<file path="src/hw/rtl/bas_pkg.sv">
// ----------------------------------------------------------------------------
// Block average ASCII shader package
// Field widths, register indexes, shade table and small helper functions.
// ----------------------------------------------------------------------------
`default_nettype none

package bas_pkg;

  // Fixed field widths.
  localparam int PIX_BITS     = 8;
  localparam int RGB_SUM_BITS = 10;
  localparam int CHAR_BITS    = 8;
  localparam int GREY_BITS    = 8;
  localparam int IMG_W_BITS   = 11;
  localparam int IMG_H_BITS   = 13;
  localparam int WIN_BITS     = 5;

  // Configuration port.
  localparam int APB_DATA_BITS = 32;
  localparam int APB_ADDR_BITS = 4;
  localparam int REG_IDX_BITS  = 2;
  localparam logic [REG_IDX_BITS-1:0] REG_WIDTH  = 2'd0;
  localparam logic [REG_IDX_BITS-1:0] REG_HEIGHT = 2'd1;
  localparam logic [REG_IDX_BITS-1:0] REG_WINDOW = 2'd2;

  localparam logic [IMG_W_BITS-1:0] RST_WIDTH  = 11'd640;
  localparam logic [IMG_H_BITS-1:0] RST_HEIGHT = 13'd480;
  localparam logic [WIN_BITS-1:0]   RST_WINDOW = 5'd8;

  // Queue between the front and back parts.
  localparam int Q_DEPTH = 4;
  localparam int Q_PTR_W = $clog2(Q_DEPTH);
  localparam int Q_CNT_W = $clog2(Q_DEPTH + 1);

  localparam logic [CHAR_BITS-1:0] NEWLINE = 8'd10;

  // Descending grey thresholds and their shade characters.
  localparam int N_SHADES = 9;
  localparam logic [GREY_BITS-1:0] GREY_LIMITS [N_SHADES] = '{
    8'd230, 8'd200, 8'd180, 8'd160, 8'd130, 8'd100, 8'd70, 8'd50, 8'd0
  };
  // ' ' . ' : o & 8 # @
  localparam logic [CHAR_BITS-1:0] SHADE_CHARS [N_SHADES] = '{
    8'h20, 8'h2E, 8'h27, 8'h3A, 8'h6F, 8'h26, 8'h38, 8'h23, 8'h40
  };

  typedef struct packed {
    logic [IMG_W_BITS-1:0] image_width;
    logic [IMG_H_BITS-1:0] image_height;
    logic [WIN_BITS-1:0]   window_size;
  } bas_cfg_t;

  // What a queued item asks the back part to emit.
  typedef struct packed {
    logic has_char;
    logic has_nl;
  } bas_flags_t;

  // First threshold that the grey level reaches picks the character.
  function automatic logic [CHAR_BITS-1:0] pick_shade(input logic [GREY_BITS-1:0] grey);
    logic [CHAR_BITS-1:0] r;
    logic                 found;
    r     = SHADE_CHARS[N_SHADES-1];
    found = 1'b0;
    for (int k = 0; k < N_SHADES; k++) begin
      if (!found && grey >= GREY_LIMITS[k]) begin
        r     = SHADE_CHARS[k];
        found = 1'b1;
      end
    end
    return r;
  endfunction

  function automatic int unsigned clamp_window(input logic [WIN_BITS-1:0] v,
                                               input int unsigned max_win);
    int unsigned r;
    r = 32'(v);
    if (r == 0) r = 1;
    if (r > max_win) r = max_win;
    return r;
  endfunction

  function automatic int unsigned clamp_width(input logic [IMG_W_BITS-1:0] v,
                                              input int unsigned max_wd);
    int unsigned r;
    r = 32'(v);
    if (r == 0) r = 1;
    if (r > max_wd) r = max_wd;
    return r;
  endfunction

  function automatic logic [IMG_H_BITS-1:0] clamp_height(input logic [IMG_H_BITS-1:0] v);
    logic [IMG_H_BITS-1:0] r;
    r = v;
    if (r == '0) r = IMG_H_BITS'(1);
    return r;
  endfunction

endpackage

`default_nettype wire

</file>
<file path="src/hw/rtl/bas_fifo.sv">
// ----------------------------------------------------------------------------
// Item queue
// Short register queue between the front and back parts.
// ----------------------------------------------------------------------------
`default_nettype none

module bas_fifo #(
  parameter int WIDTH = 20
) (
  input  logic                         clk,
  input  logic                         rst,
  input  logic                         push,
  input  logic [WIDTH-1:0]             push_data,
  input  logic                         pop,
  output logic [WIDTH-1:0]             pop_data,
  output logic                         not_empty,
  output logic [bas_pkg::Q_CNT_W-1:0]  count
);
  import bas_pkg::*;

  logic [WIDTH-1:0]   slots [Q_DEPTH];
  logic [Q_PTR_W-1:0] wr_ptr;
  logic [Q_PTR_W-1:0] rd_ptr;
  logic               do_pop;

  assign not_empty = (count != '0);
  assign do_pop    = pop && not_empty;
  assign pop_data  = slots[rd_ptr];

  // Pointers and fill count.
  always_ff @(posedge clk) begin
    if (rst) begin
      wr_ptr <= '0;
      rd_ptr <= '0;
      count  <= '0;
    end else begin
      if (push) begin
        wr_ptr <= (wr_ptr == Q_PTR_W'(Q_DEPTH - 1)) ? '0 : wr_ptr + Q_PTR_W'(1);
      end
      if (do_pop) begin
        rd_ptr <= (rd_ptr == Q_PTR_W'(Q_DEPTH - 1)) ? '0 : rd_ptr + Q_PTR_W'(1);
      end
      if (push && !do_pop) begin
        count <= count + Q_CNT_W'(1);
      end else if (!push && do_pop) begin
        count <= count - Q_CNT_W'(1);
      end
    end
  end

  // Storage.
  always_ff @(posedge clk) begin
    if (push) begin
      slots[wr_ptr] <= push_data;
    end
  end

endmodule

`default_nettype wire

</file>
<file path="config.mk">
export PLATFORM = sky130hd
export DESIGN_NAME = bas_fifo
export DESIGN_NICKNAME = d
export VERILOG_FILES = /design/src/hw/rtl/bas_pkg.sv /design/src/hw/rtl/bas_fifo.sv
export SDC_FILE = /design/constraint.sdc
export NUM_CORES = 1
export LEC_CHECK = 0
export BUFFER_PORTS_ARGS = -buffer_cell sky130_fd_sc_hd__buf_2
export CAP_MARGIN = 15
export CELL_PAD_IN_SITES_DETAIL_PLACEMENT = 0
export CELL_PAD_IN_SITES_GLOBAL_PLACEMENT = 1
export CORE_ASPECT_RATIO = 0.9
export CORE_UTILIZATION = 55
export CTS_BUF_LIST = sky130_fd_sc_hd__clkbuf_4
export DETAILED_ROUTE_END_ITERATION = 8
export HOLD_SLACK_MARGIN = 0.03
export PLACE_DENSITY = 0.9
export SLEW_MARGIN = 25
export SYNTH_ARGS = -nofsm -noshare
export SYNTH_HDL_FRONTEND = slang
export SYNTH_SLANG_ARGS = --single-unit
</file>
<file path="constraint.sdc">
create_clock -name clk -period 4.8 [get_ports clk]
set_input_delay 0.96 -clock clk [delete_from_list [all_inputs] [get_ports clk]]
set_output_delay 0.96 -clock clk [all_outputs]
set_load 0.05 [all_outputs]
</file>
Yosys cells after proc, flatten, opt, wreduce, memory -nomap -nowiden

Memories as Yosys holds them, arrays and structs flattened. A register that Yosys moved wholly into a read port is not among the register bits.
Index checks and enable logic that the tools add are counted.

RAM bits: 80
Memories: 1
Logic and storage cells: 25
Bits of input ports: 24
Register bits: 7
Output and inout port bits: 24

Memory list:

| memory | depth | bits a word | rd ports | clocked after Yosys merged registers in | wr ports | line           | RTL |
|---|---|---|---|---|---|---|---|
| slots  | 4     | 20          | 1        | 1                                       | 1        | bas_fifo.sv:21 | `logic [WIDTH-1:0] slots [Q_DEPTH];` |

Add/subtract/negate cells: 4
Mux-type cells: 8
Equal/unequal tests: 2
Reduce and logical (&&, ||, !) cells: 7

Operators with widths:

| operator              | count |
|---|---|
| $mux W2               | 4 |
| $mux W3               | 2 |
| $add A2 B1 Y2 const B | 2 |
| $eq A2 B2 Y1 const B  | 2 |
| $add A3 B1 Y3 const B | 1 |
| $logic_and A1 B1 Y1   | 3 |
| $reduce_bool A3 Y1    | 1 |
| $sub A3 B1 Y3 const B | 1 |
| $logic_not A1 Y1      | 2 |
| $mux W1               | 2 |
| $reduce_bool A2 Y1    | 1 |

Longest topological paths before layout

Gate-level depths: netlist of the first run.

Word-level depth: 5
Mapped depth: 7
Depth with buffers taken out: 7

Worst setup path after synthesis of the first run

Ideal clock, no wire load.

Path type: input to register
From: in pop
To: reg count[2] (netlist name)
Buffers on the path: 0
Required time: 4.730 ns
Slack: 2.515 ns
Setup time: 0.070 ns
Stages: 7
Arrival: 2.215 ns
Cell sequence: o31ai_4 -> ha_1 -> inv_1 -> fa_1 -> xor2_1 -> or3_1 -> a21oi_1

Longest elaborated chain between the ends: 4
Elaborated cells on any way between the ends: 6
Those cells by class: mux (1); reduce/logical (5)

RTL lines:

| item                                                 | line           | RTL |
|---|---|---|
| start: declaration                                   | bas_fifo.sv:14 | `input logic pop,` |
| $logic_and A1 B1 Y1 (*)                              | bas_fifo.sv:27 | `assign do_pop = pop && not_empty;` |
| $logic_not A1 Y1                                     | bas_fifo.sv:43 | `if (push && !do_pop) begin` |
| $logic_and A1 B1 Y1                                  | bas_fifo.sv:43 |  |
| $mux W3 / $reduce_bool A2 Y1 (equally long branches) | -              |  |
| end signal: assignment                               | bas_fifo.sv:44 | `count <= count + Q_CNT_W'(1);` |
| end signal: assignment                               | bas_fifo.sv:46 | `count <= count - Q_CNT_W'(1);` |
| end: declaration                                     | bas_fifo.sv:17 | `output logic [bas_pkg::Q_CNT_W-1:0] count` |

Mark *: on every way between the ends. The rest lies on a longest branch, timed or not.
A chain may end at the register's enable or synchronous reset.

==> results of run 1 <==
## cell families (layout without fill, tap and decap cells)
| family | Yosys count | in the layout |
|---|---|---|
| buffers and inverters | 8 | 69 |
| adder cells (fa/ha/maj) | 7 | 7 |
| multiplexers | 23 | 23 |
| AND/OR/NAND/NOR | 14 | 14 |
| AO/OA/AOI/OAI | 5 | 5 |
| XOR/XNOR | 2 | 2 |
| flip-flops | 89 | 89 |
## stage by stage
stage                     power (mW)  cell area, sq um  util, %  setup WS (ps)  cells
after global placement          1.51              3640     63.2           2100    262
final                           1.97              3820     66.3           1650    279
after global routing            2.04              3820     66.3           1450    279
after detailed placement        1.53              3640     63.2           2060    262
after floorplan                 1.42              3340        -           2520    148
after CTS                       1.98              3800     66.0           1590    278
## cell usage after synthesis (all sizes together)
cell type / count
and2: 4
fa: 1
o31ai: 1
xor2: 2
mux4: 20
dfxtp: 9
ha: 6
nand2: 1
or3: 3
a21oi: 3
inv: 4
nor2: 5
buf: 4
o21ai: 1
nor3b: 1
edfxtp: 80
mux2i: 3
## layout make-up
| type | count | share of cell area [%] |
|---|---|---|
| inverter | 4 | 0.393 |
| sequential | 89 | 67.6 |
| timing repair buffer | 49 | 6.75 |
| clock buffer | 9 | 1.77 |
| tap | 70 | 2.29 |
| clock inverter | 7 | 2.46 |
| multi-input combinational | 51 | 18.7 |
## cells in the final DEF (no fill, tap or decap), types with 2 or more instances in the layout
| cell | count |
|---|---|
| sky130_fd_sc_hd__clkbuf_4 | 9 |
| sky130_fd_sc_hd__inv_1 | 4 |
| sky130_fd_sc_hd__bufinv_16 | 2 |
| sky130_fd_sc_hd__a21oi_1 | 2 |
| sky130_fd_sc_hd__or3_1 | 2 |
| sky130_fd_sc_hd__dfxtp_1 | 9 |
| sky130_fd_sc_hd__mux4_2 | 20 |
| sky130_fd_sc_hd__ha_1 | 6 |
| sky130_fd_sc_hd__mux2i_1 | 3 |
| sky130_fd_sc_hd__buf_2 | 47 |
| sky130_fd_sc_hd__edfxtp_1 | 80 |
| sky130_fd_sc_hd__nor2_1 | 5 |
| sky130_fd_sc_hd__and2_2 | 2 |
| sky130_fd_sc_hd__and2_1 | 2 |
| sky130_fd_sc_hd__xor2_1 | 2 |
## worst paths after layout
check,cells after the start,endpoint,slack [ps]
setup / recovery,3,pop_data[9],1650
hold / removal,2,rd_ptr[0],520
setup reg to reg,7,count[2],2690
hold reg to reg,2,rd_ptr[0],520
## per-layer routing
layer / part of all wire, % / global-route usage (%) / up-vias
met5: 0 / 0 / -
met4: 1.4 / 7.93 / 0
met3: 4.3 / 5.45 / 7
met2: 55 / 32.8 / 31
met1: 40 / 20.7 / 808
li1: - / - / 715
## state kept, by name, summed over array words and instances (netlist names), named ones only
register  flops
rd_ptr        2
wr_ptr        2
count         3
slots        80
## power breakdown
group	internal, mW	switching [mW]	total, mW
sequential	0.891	0.0505	0.942
combinational	0.190	0.377	0.568
clock	0.211	0.244	0.456
total	1.29	0.672	1.97
## critical path, delay by kind of cell (launching register included)
| kind | cells | cell delay, ps |
|---|---|---|
| buf+inv | 2 | 600 |
| flops | 1 | 600 |
| mux | 1 | 560 |
==> report_table.html, run 1 <==
<table>
<tr><th>Metric</th><th>Value</th></tr>
<tr><th colspan="2">STA</th></tr>
<tr><td>Worst slew margin</td><td>35.0%</td></tr>
<tr><td>Final hold violation count</td><td>0</td></tr>
<tr><td>Hold Worst Slack</td><td>517 ps</td></tr>
<tr><td>Slew @ Worst Pin</td><td>between 900 and 1000 ps</td></tr>
<tr><td>Max Clk Rate</td><td>318 MHz</td></tr>
<tr><td>Max-slew violation total from the final report</td><td>0</td></tr>
<tr><td>Setup repair after global routing missed its margin</td><td>false</td></tr>
<tr><td>Setup total negative slack</td><td>0 ps</td></tr>
<tr><td>Final min period</td><td>approximately 3100 ps</td></tr>
<tr><td>Total setup violations reported at the end of the flow</td><td>0</td></tr>
<tr><td>Post-route fraction of the period consumed by the critical path</td><td>approximately 66%</td></tr>
<tr><td>Maximum clock skew at final layout</td><td>13.0 ps</td></tr>
<tr><th colspan="2">Drt</th></tr>
<tr><td>Ratio of routed vias to standard cells</td><td>5.59</td></tr>
<tr><td>Starting DRT DRC Count</td><td>90</td></tr>
<tr><td>Overall via count from detail_route</td><td>approximately 1600</td></tr>
<tr><td>Number of routed nets with antenna violations</td><td>0</td></tr>
<tr><td>Number of DRC violations after detailed routing</td><td>6</td></tr>
<tr><td>Routed Wire Length</td><td>5340 microns</td></tr>
<tr><td>DR pass1 iterations</td><td>6</td></tr>
<tr><td>Average detailed-routed wire length per instance</td><td>approximately 19 microns</td></tr>
<tr><th colspan="2">Yosys</th></tr>
<tr><td>Ys Warns</td><td>0</td></tr>
<tr><td>Area fraction in compound gates after synthesis</td><td>1.35%</td></tr>
<tr><td>Post-synthesis share of cell area spent on full adders, half adders and majority gates</td><td>about 2.8%</td></tr>
<tr><td>Post-Synth Simple-Gate Area</td><td>under 10%</td></tr>
<tr><td>Unique masters post-synth</td><td>20</td></tr>
<tr><td>Area share of xor/xnor cells in the synthesized design</td><td>less than 1%</td></tr>
<tr><td>Gate Count Post-Synth</td><td>148</td></tr>
<tr><td>Area of the mapped netlist</td><td>~3300 sq um</td></tr>
<tr><td>Multiplexer share of the synthesized area</td><td>around 14%</td></tr>
<tr><td>FF+latch count, synth</td><td>approximately 90</td></tr>
<tr><td>Post-synthesis sequential area ratio</td><td>77.2%</td></tr>
<tr><td>Post-synth net total</td><td>179</td></tr>
<tr><td>Post-synth top area share</td><td>71.9%</td></tr>
<tr><td>Most area-hungry cell type in the Yosys netlist</td><td>sky130_fd_sc_hd__edfxtp_1</td></tr>
<tr><td>Syn avg cell area</td><td>~23 sq um</td></tr>
<tr><td>Combinational family with the most area after synthesis</td><td>multiplexers</td></tr>
<tr><td>Ranking of synthesized cells by area</td><td>sky130_fd_sc_hd__edfxtp_1 (72%), sky130_fd_sc_hd__mux4_2 (13%), sky130_fd_sc_hd__dfxtp_1 (5.4%)</td></tr>
<tr><th colspan="2">Floorplanning</th></tr>
<tr><td>Die outline area</td><td>between 6000 and 7000 sq um</td></tr>
<tr><td>Chip Height</td><td>roughly 76 microns</td></tr>
<tr><td>Top-Level Pins</td><td>between 40 and 50</td></tr>
<tr><td>Std-Cell Rows</td><td>26</td></tr>
<tr><td>Core area</td><td>around 5800 sq um</td></tr>
<tr><td>Die span in x</td><td>between 80 and 90 microns</td></tr>
<tr><td>Effective utilization at floorplan</td><td>roughly 58%</td></tr>
<tr><th colspan="2">Setup path</th></tr>
<tr><td>Worst EP arrival</td><td>about 2200 ps</td></tr>
<tr><td>Cell chain of the critical path</td><td>buf_4 -&gt; mux4_2 -&gt; buf_2</td></tr>
<tr><td>Start-to-end type of the worst setup path</td><td>flop to output pin</td></tr>
<tr><td>Slowest cell delay on critical path</td><td>600 ps</td></tr>
<tr><td>Max FO, Critical Path</td><td>14</td></tr>
<tr><td>Required time worst endpoint</td><td>around 3800 ps</td></tr>
<tr><td>Cell with the largest stage delay on the worst path</td><td>sky130_fd_sc_hd__dfxtp_1</td></tr>
<tr><td>R2r startpoint</td><td>count[2]</td></tr>
<tr><td>Crit path capture type</td><td>output pin</td></tr>
<tr><td>Startpoint type of the worst setup path</td><td>flop</td></tr>
<tr><th colspan="2">Clock network</th></tr>
<tr><td>Latest clock arrival within the worst-skew pair</td><td>~420 ps</td></tr>
<tr><td>Number of buffers created by CTS</td><td>9</td></tr>
<tr><td>Buffers inserted by post-CTS timing repair</td><td>0</td></tr>
<tr><td>Clock tree from TritonCTS</td><td>yes</td></tr>
<tr><td>Max clock buf depth</td><td>2</td></tr>
<tr><td>Cts repair resizes</td><td>0</td></tr>
<tr><td>Clock-pin slew of the registers on the worst-case setup and hold paths</td><td>140 ps</td></tr>
<tr><td>Clk Tree Root Cell</td><td>sky130_fd_sc_hd__clkbuf_4</td></tr>
<tr><td>CTS H-tree depth</td><td>3</td></tr>
<tr><td>Number of sinks handled by clock tree synthesis</td><td>between 80 and 90</td></tr>
<tr><td>Post-cts hold buffer count</td><td>0</td></tr>
<tr><th colspan="2">Final layout</th></tr>
<tr><td>Area growth from synthesis to final layout</td><td>14.3%</td></tr>
<tr><td>Final #Nets</td><td>approximately 240</td></tr>
<tr><td>Fraction of layout cells with a size suffix above 1</td><td>42.6%</td></tr>
<tr><td>Area taken by flip-flops and latches</td><td>roughly 2600 sq um</td></tr>
<tr><td>Multi-input combinational cell area</td><td>just over 700 sq um</td></tr>
<tr><td>Number of fillers in the final layout</td><td>approximately 380</td></tr>
<tr><td>Diodes inserted</td><td>0</td></tr>
<tr><th colspan="2">Power</th></tr>
<tr><td>Power density over the cells</td><td>roughly 510 nW/um^2</td></tr>
<tr><td>Largest voltage drop on the vdd net</td><td>between 0.3 and 0.4 mV</td></tr>
<tr><td>Leakage component of the power</td><td>roughly 1.3 nW</td></tr>
<tr><th colspan="2">Min path</th></tr>
<tr><td>Origin of the worst min-delay path</td><td>rd_ptr[0]</td></tr>
<tr><td>Path category of the worst min-delay check</td><td>flop to flop</td></tr>
<tr><th colspan="2">Outcome</th></tr>
<tr><td>Violations in the final reports</td><td>design-rule violations</td></tr>
<tr><td>Result of the run</td><td>finished, violations left</td></tr>
<tr><th colspan="2">Placed design</th></tr>
<tr><td>Count of port buffers added during placement</td><td>47</td></tr>
<tr><td>GPL Wtd Cong</td><td>0.717</td></tr>
<tr><td>Post-DP HPWL</td><td>about 3400 microns</td></tr>
<tr><th colspan="2">Flow run</th></tr>
<tr><td>Max capacitance violation total</td><td>0</td></tr>
<tr><th colspan="2">Global routing</th></tr>
<tr><td>Wire length of the first global-routing pass</td><td>between 8000 and 9000 microns</td></tr>
<tr><td>Vias in the first global route</td><td>1678</td></tr>
<tr><td>Initial antenna violation count</td><td>0</td></tr>
<tr><td>Global-route total usage across every layer</td><td>18.5%</td></tr>
<tr><td>Pin count of the biggest net entering global routing</td><td>21</td></tr>
<tr><td>Aggregate global routing overflow</td><td>0</td></tr>
</table>
Power figures use the tool's default switching activity.
==> run 2, diff against run 1 <==
--- a/config.mk
+++ b/config.mk
@@ -10,11 +10,11 @@
 export CELL_PAD_IN_SITES_DETAIL_PLACEMENT = 0
 export CELL_PAD_IN_SITES_GLOBAL_PLACEMENT = 1
 export CORE_ASPECT_RATIO = 0.9
-export CORE_UTILIZATION = 55
+export CORE_UTILIZATION = 51
 export CTS_BUF_LIST = sky130_fd_sc_hd__clkbuf_4
 export DETAILED_ROUTE_END_ITERATION = 8
 export HOLD_SLACK_MARGIN = 0.03
-export PLACE_DENSITY = 0.9
+export PLACE_DENSITY = 0.84
 export SLEW_MARGIN = 25
 export SYNTH_ARGS = -nofsm -noshare
 export SYNTH_HDL_FRONTEND = slang
==> constraint.sdc (replaced) <==
create_clock -name clk -period 3.1 [get_ports clk]
set_input_delay 0.62 -clock clk [delete_from_list [all_inputs] [get_ports clk]]
set_output_delay 0.62 -clock clk [all_outputs]
set_load 0.05 [all_outputs]
==> report_table.html, run 2 (synthesis gave the netlist of run 1 again) <==
<table>
<tr><th>Metric</th><th>Value</th></tr>
<tr><th colspan="2">Setup path</th></tr>
<tr><td>Start-to-end type of the worst setup path</td><td>flop to output pin</td></tr>
<tr><td>Worst EP arrival</td><td>1920 ps (-270 ps)</td></tr>
<tr><td>Startpoint type of the worst setup path</td><td>flop</td></tr>
<tr><td>Crit path capture type</td><td>output pin</td></tr>
<tr><td>Max FO, Critical Path</td><td>20 (+6)</td></tr>
<tr><td>Reg2reg setup slack</td><td>960 ps (-1730 ps)</td></tr>
<tr><td>Required time worst endpoint</td><td>2480 ps (-1360 ps)</td></tr>
<tr><th colspan="2">STA</th></tr>
<tr><td>Post-route fraction of the period consumed by the critical path</td><td>about four fifths</td></tr>
<tr><td>Slew @ Worst Pin</td><td>401 ps (-573 ps)</td></tr>
<tr><td>Max-slew violation total from the final report</td><td>0 (unchanged)</td></tr>
<tr><td>Max Clk Rate</td><td>around 390 MHz</td></tr>
<tr><td>Setup repair after global routing missed its margin</td><td>false</td></tr>
<tr><td>Maximum clock skew at final layout</td><td>18.2 ps (+5.19 ps)</td></tr>
<tr><td>Worst slew margin</td><td>73.3% (+38 points)</td></tr>
<tr><td>Final min period</td><td>2540 ps</td></tr>
<tr><td>Total setup violations reported at the end of the flow</td><td>0 (unchanged)</td></tr>
<tr><td>Final hold violation count</td><td>0 (unchanged)</td></tr>
<tr><td>Setup total negative slack</td><td>0 ps (unchanged)</td></tr>
<tr><th colspan="2">Global routing</th></tr>
<tr><td>Wire length of the first global-routing pass</td><td>8460 microns (+0.17%)</td></tr>
<tr><td>Pin count of the biggest net entering global routing</td><td>21 (unchanged)</td></tr>
<tr><td>Global-route total usage across every layer</td><td>17.4% (-1.1 points)</td></tr>
<tr><td>Aggregate global routing overflow</td><td>0 (unchanged)</td></tr>
<tr><td>Vias in the first global route</td><td>1740 (+3.7%)</td></tr>
<tr><td>Initial antenna violation count</td><td>0 (unchanged)</td></tr>
<tr><th colspan="2">Placed design</th></tr>
<tr><td>Post-placement cell area</td><td>3700 sq um (+1.6%)</td></tr>
<tr><td>GPL Wtd Cong</td><td>0.680 (-5.1%)</td></tr>
<tr><td>Count of port buffers added during placement</td><td>47 (unchanged)</td></tr>
<tr><td>Post-DP HPWL</td><td>3450 microns (+0.55%)</td></tr>
<tr><th colspan="2">Drt</th></tr>
<tr><td>Average detailed-routed wire length per instance</td><td>17.9 microns (-6.4%)</td></tr>
<tr><td>DR pass1 iterations</td><td>4 (-2)</td></tr>
<tr><td>Number of DRC violations after detailed routing</td><td>0 (-6)</td></tr>
<tr><td>Ratio of routed vias to standard cells</td><td>5.33 (-4.7%)</td></tr>
<tr><td>Starting DRT DRC Count</td><td>89 (-1.1%)</td></tr>
<tr><td>Number of routed nets with antenna violations</td><td>0 (unchanged)</td></tr>
<tr><td>Routed Wire Length</td><td>5370 microns (+0.69%)</td></tr>
<tr><td>Overall via count from detail_route</td><td>1600 (+2.5%)</td></tr>
<tr><th colspan="2">Clock network</th></tr>
<tr><td>Latest clock arrival within the worst-skew pair</td><td>420 ps (about the same)</td></tr>
<tr><td>Max clock buf depth</td><td>2 (unchanged)</td></tr>
<tr><td>Post-cts hold buffer count</td><td>0 (unchanged)</td></tr>
<tr><td>Clock tree from TritonCTS</td><td>yes</td></tr>
<tr><td>Buffers inserted by post-CTS timing repair</td><td>0 (unchanged)</td></tr>
<tr><td>Clk Tree Root Cell</td><td>sky130_fd_sc_hd__clkbuf_4</td></tr>
<tr><td>Number of sinks handled by clock tree synthesis</td><td>89 (unchanged)</td></tr>
<tr><td>Number of buffers created by CTS</td><td>9 (unchanged)</td></tr>
<tr><td>Clock-pin slew of the registers on the worst-case setup and hold paths</td><td>140 ps (about the same)</td></tr>
<tr><td>CTS H-tree depth</td><td>3 (unchanged)</td></tr>
<tr><td>Cts repair resizes</td><td>0 (unchanged)</td></tr>
<tr><th colspan="2">Floorplanning</th></tr>
<tr><td>Effective utilization at floorplan</td><td>53.8% (-4.3 points)</td></tr>
<tr><td>Std-Cell Rows</td><td>27 (+3.8%)</td></tr>
<tr><td>Top-Level Pins</td><td>48 (unchanged)</td></tr>
<tr><td>Core area</td><td>6220 sq um (+8.0%)</td></tr>
<tr><td>Chip Height</td><td>78.8 microns (+3.7%)</td></tr>
<tr><td>Die outline area</td><td>6880 sq um (+7.6%)</td></tr>
<tr><td>Die span in x</td><td>87.3 microns (+3.8%)</td></tr>
<tr><th colspan="2">Final layout</th></tr>
<tr><td>Diodes inserted</td><td>0 (unchanged)</td></tr>
<tr><td>Most used cells in the layout excluding fill and tap cells</td><td>sky130_fd_sc_hd__edfxtp_1 (80), sky130_fd_sc_hd__buf_2 (47), sky130_fd_sc_hd__mux4_2 (20), sky130_fd_sc_hd__dfxtp_1 (9), sky130_fd_sc_hd__clkbuf_4 (9)</td></tr>
<tr><td>Post-layout instance area</td><td>3840 sq um (+0.62%)</td></tr>
<tr><td>Largest Register</td><td>slots</td></tr>
<tr><td>Fraction of layout cells with a size suffix above 1</td><td>43.2% (+0.61 points)</td></tr>
<tr><td>Most frequent standard cell in the layout excluding fill and tap cells</td><td>sky130_fd_sc_hd__edfxtp_1</td></tr>
<tr><td>Largest registers in the final layout</td><td>slots x80, count x3</td></tr>
<tr><td>Area growth from synthesis to final layout</td><td>15.0%</td></tr>
<tr><td>Number of flip-flops under the largest register name</td><td>80 (unchanged)</td></tr>
<tr><td>Final #Nets</td><td>239 (+1.7%)</td></tr>
<tr><th colspan="2">Power</th></tr>
<tr><td>Power density over the cells</td><td>773 nW/um^2 (+50%)</td></tr>
<tr><td>Leakage component of the power</td><td>1.35 nW (+0.50%)</td></tr>
<tr><td>Largest voltage drop on the vdd net</td><td>0.591 mV (+83%)</td></tr>
<tr><td>Design Power</td><td>2.97 mW (+51%)</td></tr>
<tr><th colspan="2">Min path</th></tr>
<tr><td>Path category of the worst min-delay check</td><td>primary input to flop</td></tr>
<tr><th colspan="2">Outcome</th></tr>
<tr><td>Result of the run</td><td>complete, no violations</td></tr>
<tr><th colspan="2">Flow run</th></tr>
<tr><td>Max capacitance violation total</td><td>0 (unchanged)</td></tr>
</table>
-- run 2: final timing paths --
path	from	endpoint	cells past startpoint
worst max-delay path	flop	pop_data[1]	3
worst min-delay path	push_data[2]	slots[2][2]	1
worst max register to register	count[0]	count[2]	7
worst min register to register	rd_ptr[0]	rd_ptr[0]	2
-- run 2: layout make-up --
| cell class | instances | area, sq um |
|---|---|---|
| sequential | 89 | 2580 |
| inverter | 4 | 15.0 |
| clock buffer | 9 | 67.6 |
| timing repair buffer | 53 | 280 |
| multi-input combinational | 51 | 713 |
| clock inverter | 7 | 76.3 |
| fill | 450 | 2370 |
| tap | 87 | 109 |
-- run 2: worst max-delay path, cell delays in order (launching register included) --
cell and delay, ps:
sky130_fd_sc_hd__dfxtp_1 330, sky130_fd_sc_hd__buf_4 360, sky130_fd_sc_hd__mux4_2 580, sky130_fd_sc_hd__buf_2 230
-- run 2: metrics by stage --
stage                     hold WS [ps]  setup slack [ps]  cells  util (%)
after global placement             487              1000    284      59.5
after CTS                          366               506    300      61.8
final                              400               559    300      61.8
after detailed placement           490               914    284      59.5
after global routing               369               438    300      61.8
after floorplan                    462               961    148         -
-- run 2: report_power, final --
group,internal [mW],leakage [nW],switching [mW]
Sequential,1.38,0.809,0.0456
Combinational,0.296,0.465,0.616
Clock,0.251,0.0729,0.383
Total,1.93,1.35,1.05
-- run 2: routing by layer --
metal	routed length (microns)	track usage, %	up-vias
li1	-	-	731
met3	227	4.05	12
met1	2240	21.1	813
met4	130	9.84	0
met2	2770	28.7	44
met5	0	0	-
==> run 3, diff against run 2 <==
--- a/config.mk
+++ b/config.mk
@@ -10,11 +10,11 @@
 export CELL_PAD_IN_SITES_DETAIL_PLACEMENT = 0
 export CELL_PAD_IN_SITES_GLOBAL_PLACEMENT = 1
 export CORE_ASPECT_RATIO = 0.9
-export CORE_UTILIZATION = 51
+export CORE_UTILIZATION = 46
 export CTS_BUF_LIST = sky130_fd_sc_hd__clkbuf_4
 export DETAILED_ROUTE_END_ITERATION = 8
 export HOLD_SLACK_MARGIN = 0.03
-export PLACE_DENSITY = 0.84
+export PLACE_DENSITY = 0.8
 export SLEW_MARGIN = 25
 export SYNTH_ARGS = -nofsm -noshare
 export SYNTH_HDL_FRONTEND = slang
==> constraint.sdc (replaced) <==
create_clock -name clk -period 2.3 [get_ports clk]
set_input_delay 0.46 -clock clk [delete_from_list [all_inputs] [get_ports clk]]
set_output_delay 0.46 -clock clk [all_outputs]
set_load 0.05 [all_outputs]
==> report_table.html, run 3 (synthesis gave the netlist of run 1 again) <==
<table>
<tr><th>Metric</th><th>Value</th></tr>
<tr><th colspan="2">Floorplanning</th></tr>
<tr><td>Effective utilization at floorplan</td><td>47.5% (-6.3 points)</td></tr>
<tr><td>Std-Cell Rows</td><td>29 (+7.4%)</td></tr>
<tr><td>Top-Level Pins</td><td>48 (unchanged)</td></tr>
<tr><td>Die outline area</td><td>7610 sq um (+11%)</td></tr>
<tr><td>Die span in x</td><td>91.9 microns (+5.2%)</td></tr>
<tr><td>Chip Height</td><td>82.9 microns (+5.2%)</td></tr>
<tr><td>Core area</td><td>7040 sq um (+13%)</td></tr>
<tr><th colspan="2">STA</th></tr>
<tr><td>Max Clk Rate</td><td>roughly 460 MHz</td></tr>
<tr><td>Worst slew margin</td><td>67.7% (-5.5 points)</td></tr>
<tr><td>Total setup violations reported at the end of the flow</td><td>0 (unchanged)</td></tr>
<tr><td>Setup repair after global routing missed its margin</td><td>false</td></tr>
<tr><td>Post-route fraction of the period consumed by the critical path</td><td>95.1%</td></tr>
<tr><td>Slew @ Worst Pin</td><td>484 ps (+83.0 ps)</td></tr>
<tr><td>Final min period</td><td>approximately 2200 ps</td></tr>
<tr><td>Hold Worst Slack</td><td>237 ps (-163 ps)</td></tr>
<tr><td>Slack of the critical path</td><td>113 ps (-446 ps)</td></tr>
<tr><td>Setup total negative slack</td><td>0 ps (unchanged)</td></tr>
<tr><td>Final hold violation count</td><td>0 (unchanged)</td></tr>
<tr><td>Maximum clock skew at final layout</td><td>10.6 ps (-7.64 ps)</td></tr>
<tr><td>Max-slew violation total from the final report</td><td>0 (unchanged)</td></tr>
<tr><th colspan="2">Final layout</th></tr>
<tr><td>Area growth from synthesis to final layout</td><td>16.7%</td></tr>
<tr><td>Most frequent standard cell in the layout excluding fill and tap cells</td><td>sky130_fd_sc_hd__edfxtp_1</td></tr>
<tr><td>Largest Register</td><td>slots</td></tr>
<tr><td>Number of flip-flops under the largest register name</td><td>80 (unchanged)</td></tr>
<tr><td>Filler-free cell count of the finished design</td><td>307 (+2.3%)</td></tr>
<tr><td>Post-layout instance area</td><td>3900 sq um (+1.5%)</td></tr>
<tr><td>Core occupancy in the finished layout</td><td>55.4% (-6.4 points)</td></tr>
<tr><td>Largest registers in the final layout</td><td>slots x80, count x3</td></tr>
<tr><td>Number of fillers in the final layout</td><td>572 (+27%)</td></tr>
<tr><td>Diodes inserted</td><td>0 (unchanged)</td></tr>
<tr><td>Fraction of layout cells with a size suffix above 1</td><td>43.9% (+0.73 points)</td></tr>
<tr><td>Final #Nets</td><td>240 (+0.42%)</td></tr>
<tr><td>Most used cells in the layout excluding fill and tap cells</td><td>sky130_fd_sc_hd__edfxtp_1 (80), sky130_fd_sc_hd__buf_2 (46), sky130_fd_sc_hd__mux4_2 (20), sky130_fd_sc_hd__clkbuf_4 (11), sky130_fd_sc_hd__dfxtp_1 (8)</td></tr>
<tr><th colspan="2">Clock network</th></tr>
<tr><td>Clock-pin slew of the registers on the worst-case setup and hold paths</td><td>140 ps (about the same)</td></tr>
<tr><td>Number of sinks handled by clock tree synthesis</td><td>89 (unchanged)</td></tr>
<tr><td>Max clock buf depth</td><td>2 (unchanged)</td></tr>
<tr><td>Clock tree from TritonCTS</td><td>yes</td></tr>
<tr><td>Post-cts hold buffer count</td><td>0 (unchanged)</td></tr>
<tr><td>CTS H-tree depth</td><td>3 (unchanged)</td></tr>
<tr><td>Number of buffers created by CTS</td><td>9 (unchanged)</td></tr>
<tr><td>Latest clock arrival within the worst-skew pair</td><td>420 ps (about the same)</td></tr>
<tr><td>Clk Tree Root Cell</td><td>sky130_fd_sc_hd__clkbuf_4</td></tr>
<tr><th colspan="2">Placed design</th></tr>
<tr><td>Number of cells in the design after placement</td><td>290 (+2.1%)</td></tr>
<tr><td>Count of port buffers added during placement</td><td>47 (unchanged)</td></tr>
<tr><td>GPL Wtd Cong</td><td>0.698 (+2.6%)</td></tr>
<tr><td>Post-place setup slack</td><td>246 ps (-668 ps)</td></tr>
<tr><td>Post-placement cell area</td><td>3740 sq um (+1.2%)</td></tr>
<tr><td>Post-DP HPWL</td><td>3280 microns (-4.8%)</td></tr>
<tr><th colspan="2">Drt</th></tr>
<tr><td>DR pass1 iterations</td><td>4 (unchanged)</td></tr>
<tr><td>Routed Wire Length</td><td>5190 microns (-3.5%)</td></tr>
<tr><td>Starting DRT DRC Count</td><td>124 (+39%)</td></tr>
<tr><td>Overall via count from detail_route</td><td>1558 (-2.6%)</td></tr>
<tr><td>Number of routed nets with antenna violations</td><td>0 (unchanged)</td></tr>
<tr><td>Number of DRC violations after detailed routing</td><td>0 (unchanged)</td></tr>
<tr><td>Average detailed-routed wire length per instance</td><td>16.9 microns (-5.7%)</td></tr>
<tr><td>Ratio of routed vias to standard cells</td><td>5.07 (-4.8%)</td></tr>
<tr><th colspan="2">Flow run</th></tr>
<tr><td>Max capacitance violation total</td><td>0 (unchanged)</td></tr>
<tr><th colspan="2">Global routing</th></tr>
<tr><td>Pin count of the biggest net entering global routing</td><td>21 (unchanged)</td></tr>
<tr><td>Aggregate global routing overflow</td><td>0 (unchanged)</td></tr>
<tr><td>Global-route total usage across every layer</td><td>14.9% (-2.5 points)</td></tr>
<tr><td>Wire length of the first global-routing pass</td><td>8070 microns (-4.6%)</td></tr>
<tr><td>Vias in the first global route</td><td>1577 (-9.4%)</td></tr>
<tr><td>Initial antenna violation count</td><td>0 (unchanged)</td></tr>
<tr><th colspan="2">Setup path</th></tr>
<tr><td>Crit path capture type</td><td>output pin</td></tr>
<tr><td>Startpoint type of the worst setup path</td><td>flop</td></tr>
<tr><td>Max FO, Critical Path</td><td>10 (-50%)</td></tr>
<tr><td>Required time worst endpoint</td><td>1840 ps (-640 ps)</td></tr>
<tr><td>Worst EP arrival</td><td>1730 ps (-190 ps)</td></tr>
<tr><td>Reg2reg setup slack</td><td>240 ps (-720 ps)</td></tr>
<tr><td>Start-to-end type of the worst setup path</td><td>flop to output pin</td></tr>
<tr><th colspan="2">Min path</th></tr>
<tr><td>Path category of the worst min-delay check</td><td>primary input to flop</td></tr>
<tr><th colspan="2">Power</th></tr>
<tr><td>Leakage component of the power</td><td>1.36 nW (+0.75%)</td></tr>
<tr><td>Largest voltage drop on the vdd net</td><td>0.511 mV (-13%)</td></tr>
<tr><td>Design Power</td><td>3.98 mW (+34%)</td></tr>
<tr><td>Power density over the cells</td><td>1020 nW/um^2 (+32%)</td></tr>
<tr><th colspan="2">Outcome</th></tr>
<tr><td>Result of the run</td><td>complete, no violations</td></tr>
</table>
-- run 3: cell types whose count changed in the layout (fill, tap and decap cells not counted) --
cell	change
sky130_fd_sc_hd__buf_12	+3
sky130_fd_sc_hd__clkbuf_4	+2
sky130_fd_sc_hd__buf_4	-3
sky130_fd_sc_hd__clkinvlp_4	+1
sky130_fd_sc_hd__dfxtp_4	+1
sky130_fd_sc_hd__bufinv_16	-1
sky130_fd_sc_hd__inv_8	+1
sky130_fd_sc_hd__dfxtp_1	-1
sky130_fd_sc_hd__buf_2	-1
sky130_fd_sc_hd__clkbuf_16	+1
sky130_fd_sc_hd__clkinv_2	-1
sky130_fd_sc_hd__clkinv_4	-1
-- run 3: cell type report --
class                   instances  area [sq um]  share of cell area, %
clock inverters                 6          51.3                   1.31
clock buffers                  10          75.1                   1.92
multi-input cells              51           713                   18.3
inverters                       4          15.0                  0.385
repair buffers                 54           345                   8.85
flip-flops and latches         89          2590                   66.3
well taps                      93           116                   2.98
-- run 3: timing repair --
item / 4_1_cts / 5_1_grt
setup buffers: 0 / 0
setup endpoints to repair: 0 / 20
resized for setup: 0 / 3
-- run 3: path summary, 6_finish.rpt --
check                                    from            to  depth (start not counted)
worst max-delay path                     flop   pop_data[7]                          3
worst min-delay path            push_data[18]  slots[0][18]                          1
worst max register to register       count[0]      count[2]                          7
worst min register to register      rd_ptr[0]          flop                          2
-- run 3: layer usage --
layer | global-route usage, % | vias to the layer above | part of all wire (%) | wire length [microns]
met2 | 24.4 | 40 | 51 | 2660
met5 | 0 | - | 0 | 0
met3 | 6.23 | 5 | 5.6 | 289
met1 | 17.7 | 789 | 42 | 2180
met4 | 5.11 | 0 | 1.1 | 55
li1 | - | 724 | - | -
-- run 3: where the power goes --
part / internal [mW] / leakage, nW / total (mW) / switching, mW
sequential: 1.86 / 0.809 / 1.93 / 0.0674
clock: 0.249 / 0.0616 / 0.769 / 0.520
combinational: 0.451 / 0.486 / 1.28 / 0.828
-- run 3: worst max-delay path: stages, from the launching register on --
cell,delay [ps]
sky130_fd_sc_hd__dfxtp_4,400
sky130_fd_sc_hd__clkbuf_16,180
sky130_fd_sc_hd__mux4_2,500
sky130_fd_sc_hd__clkbuf_4,230
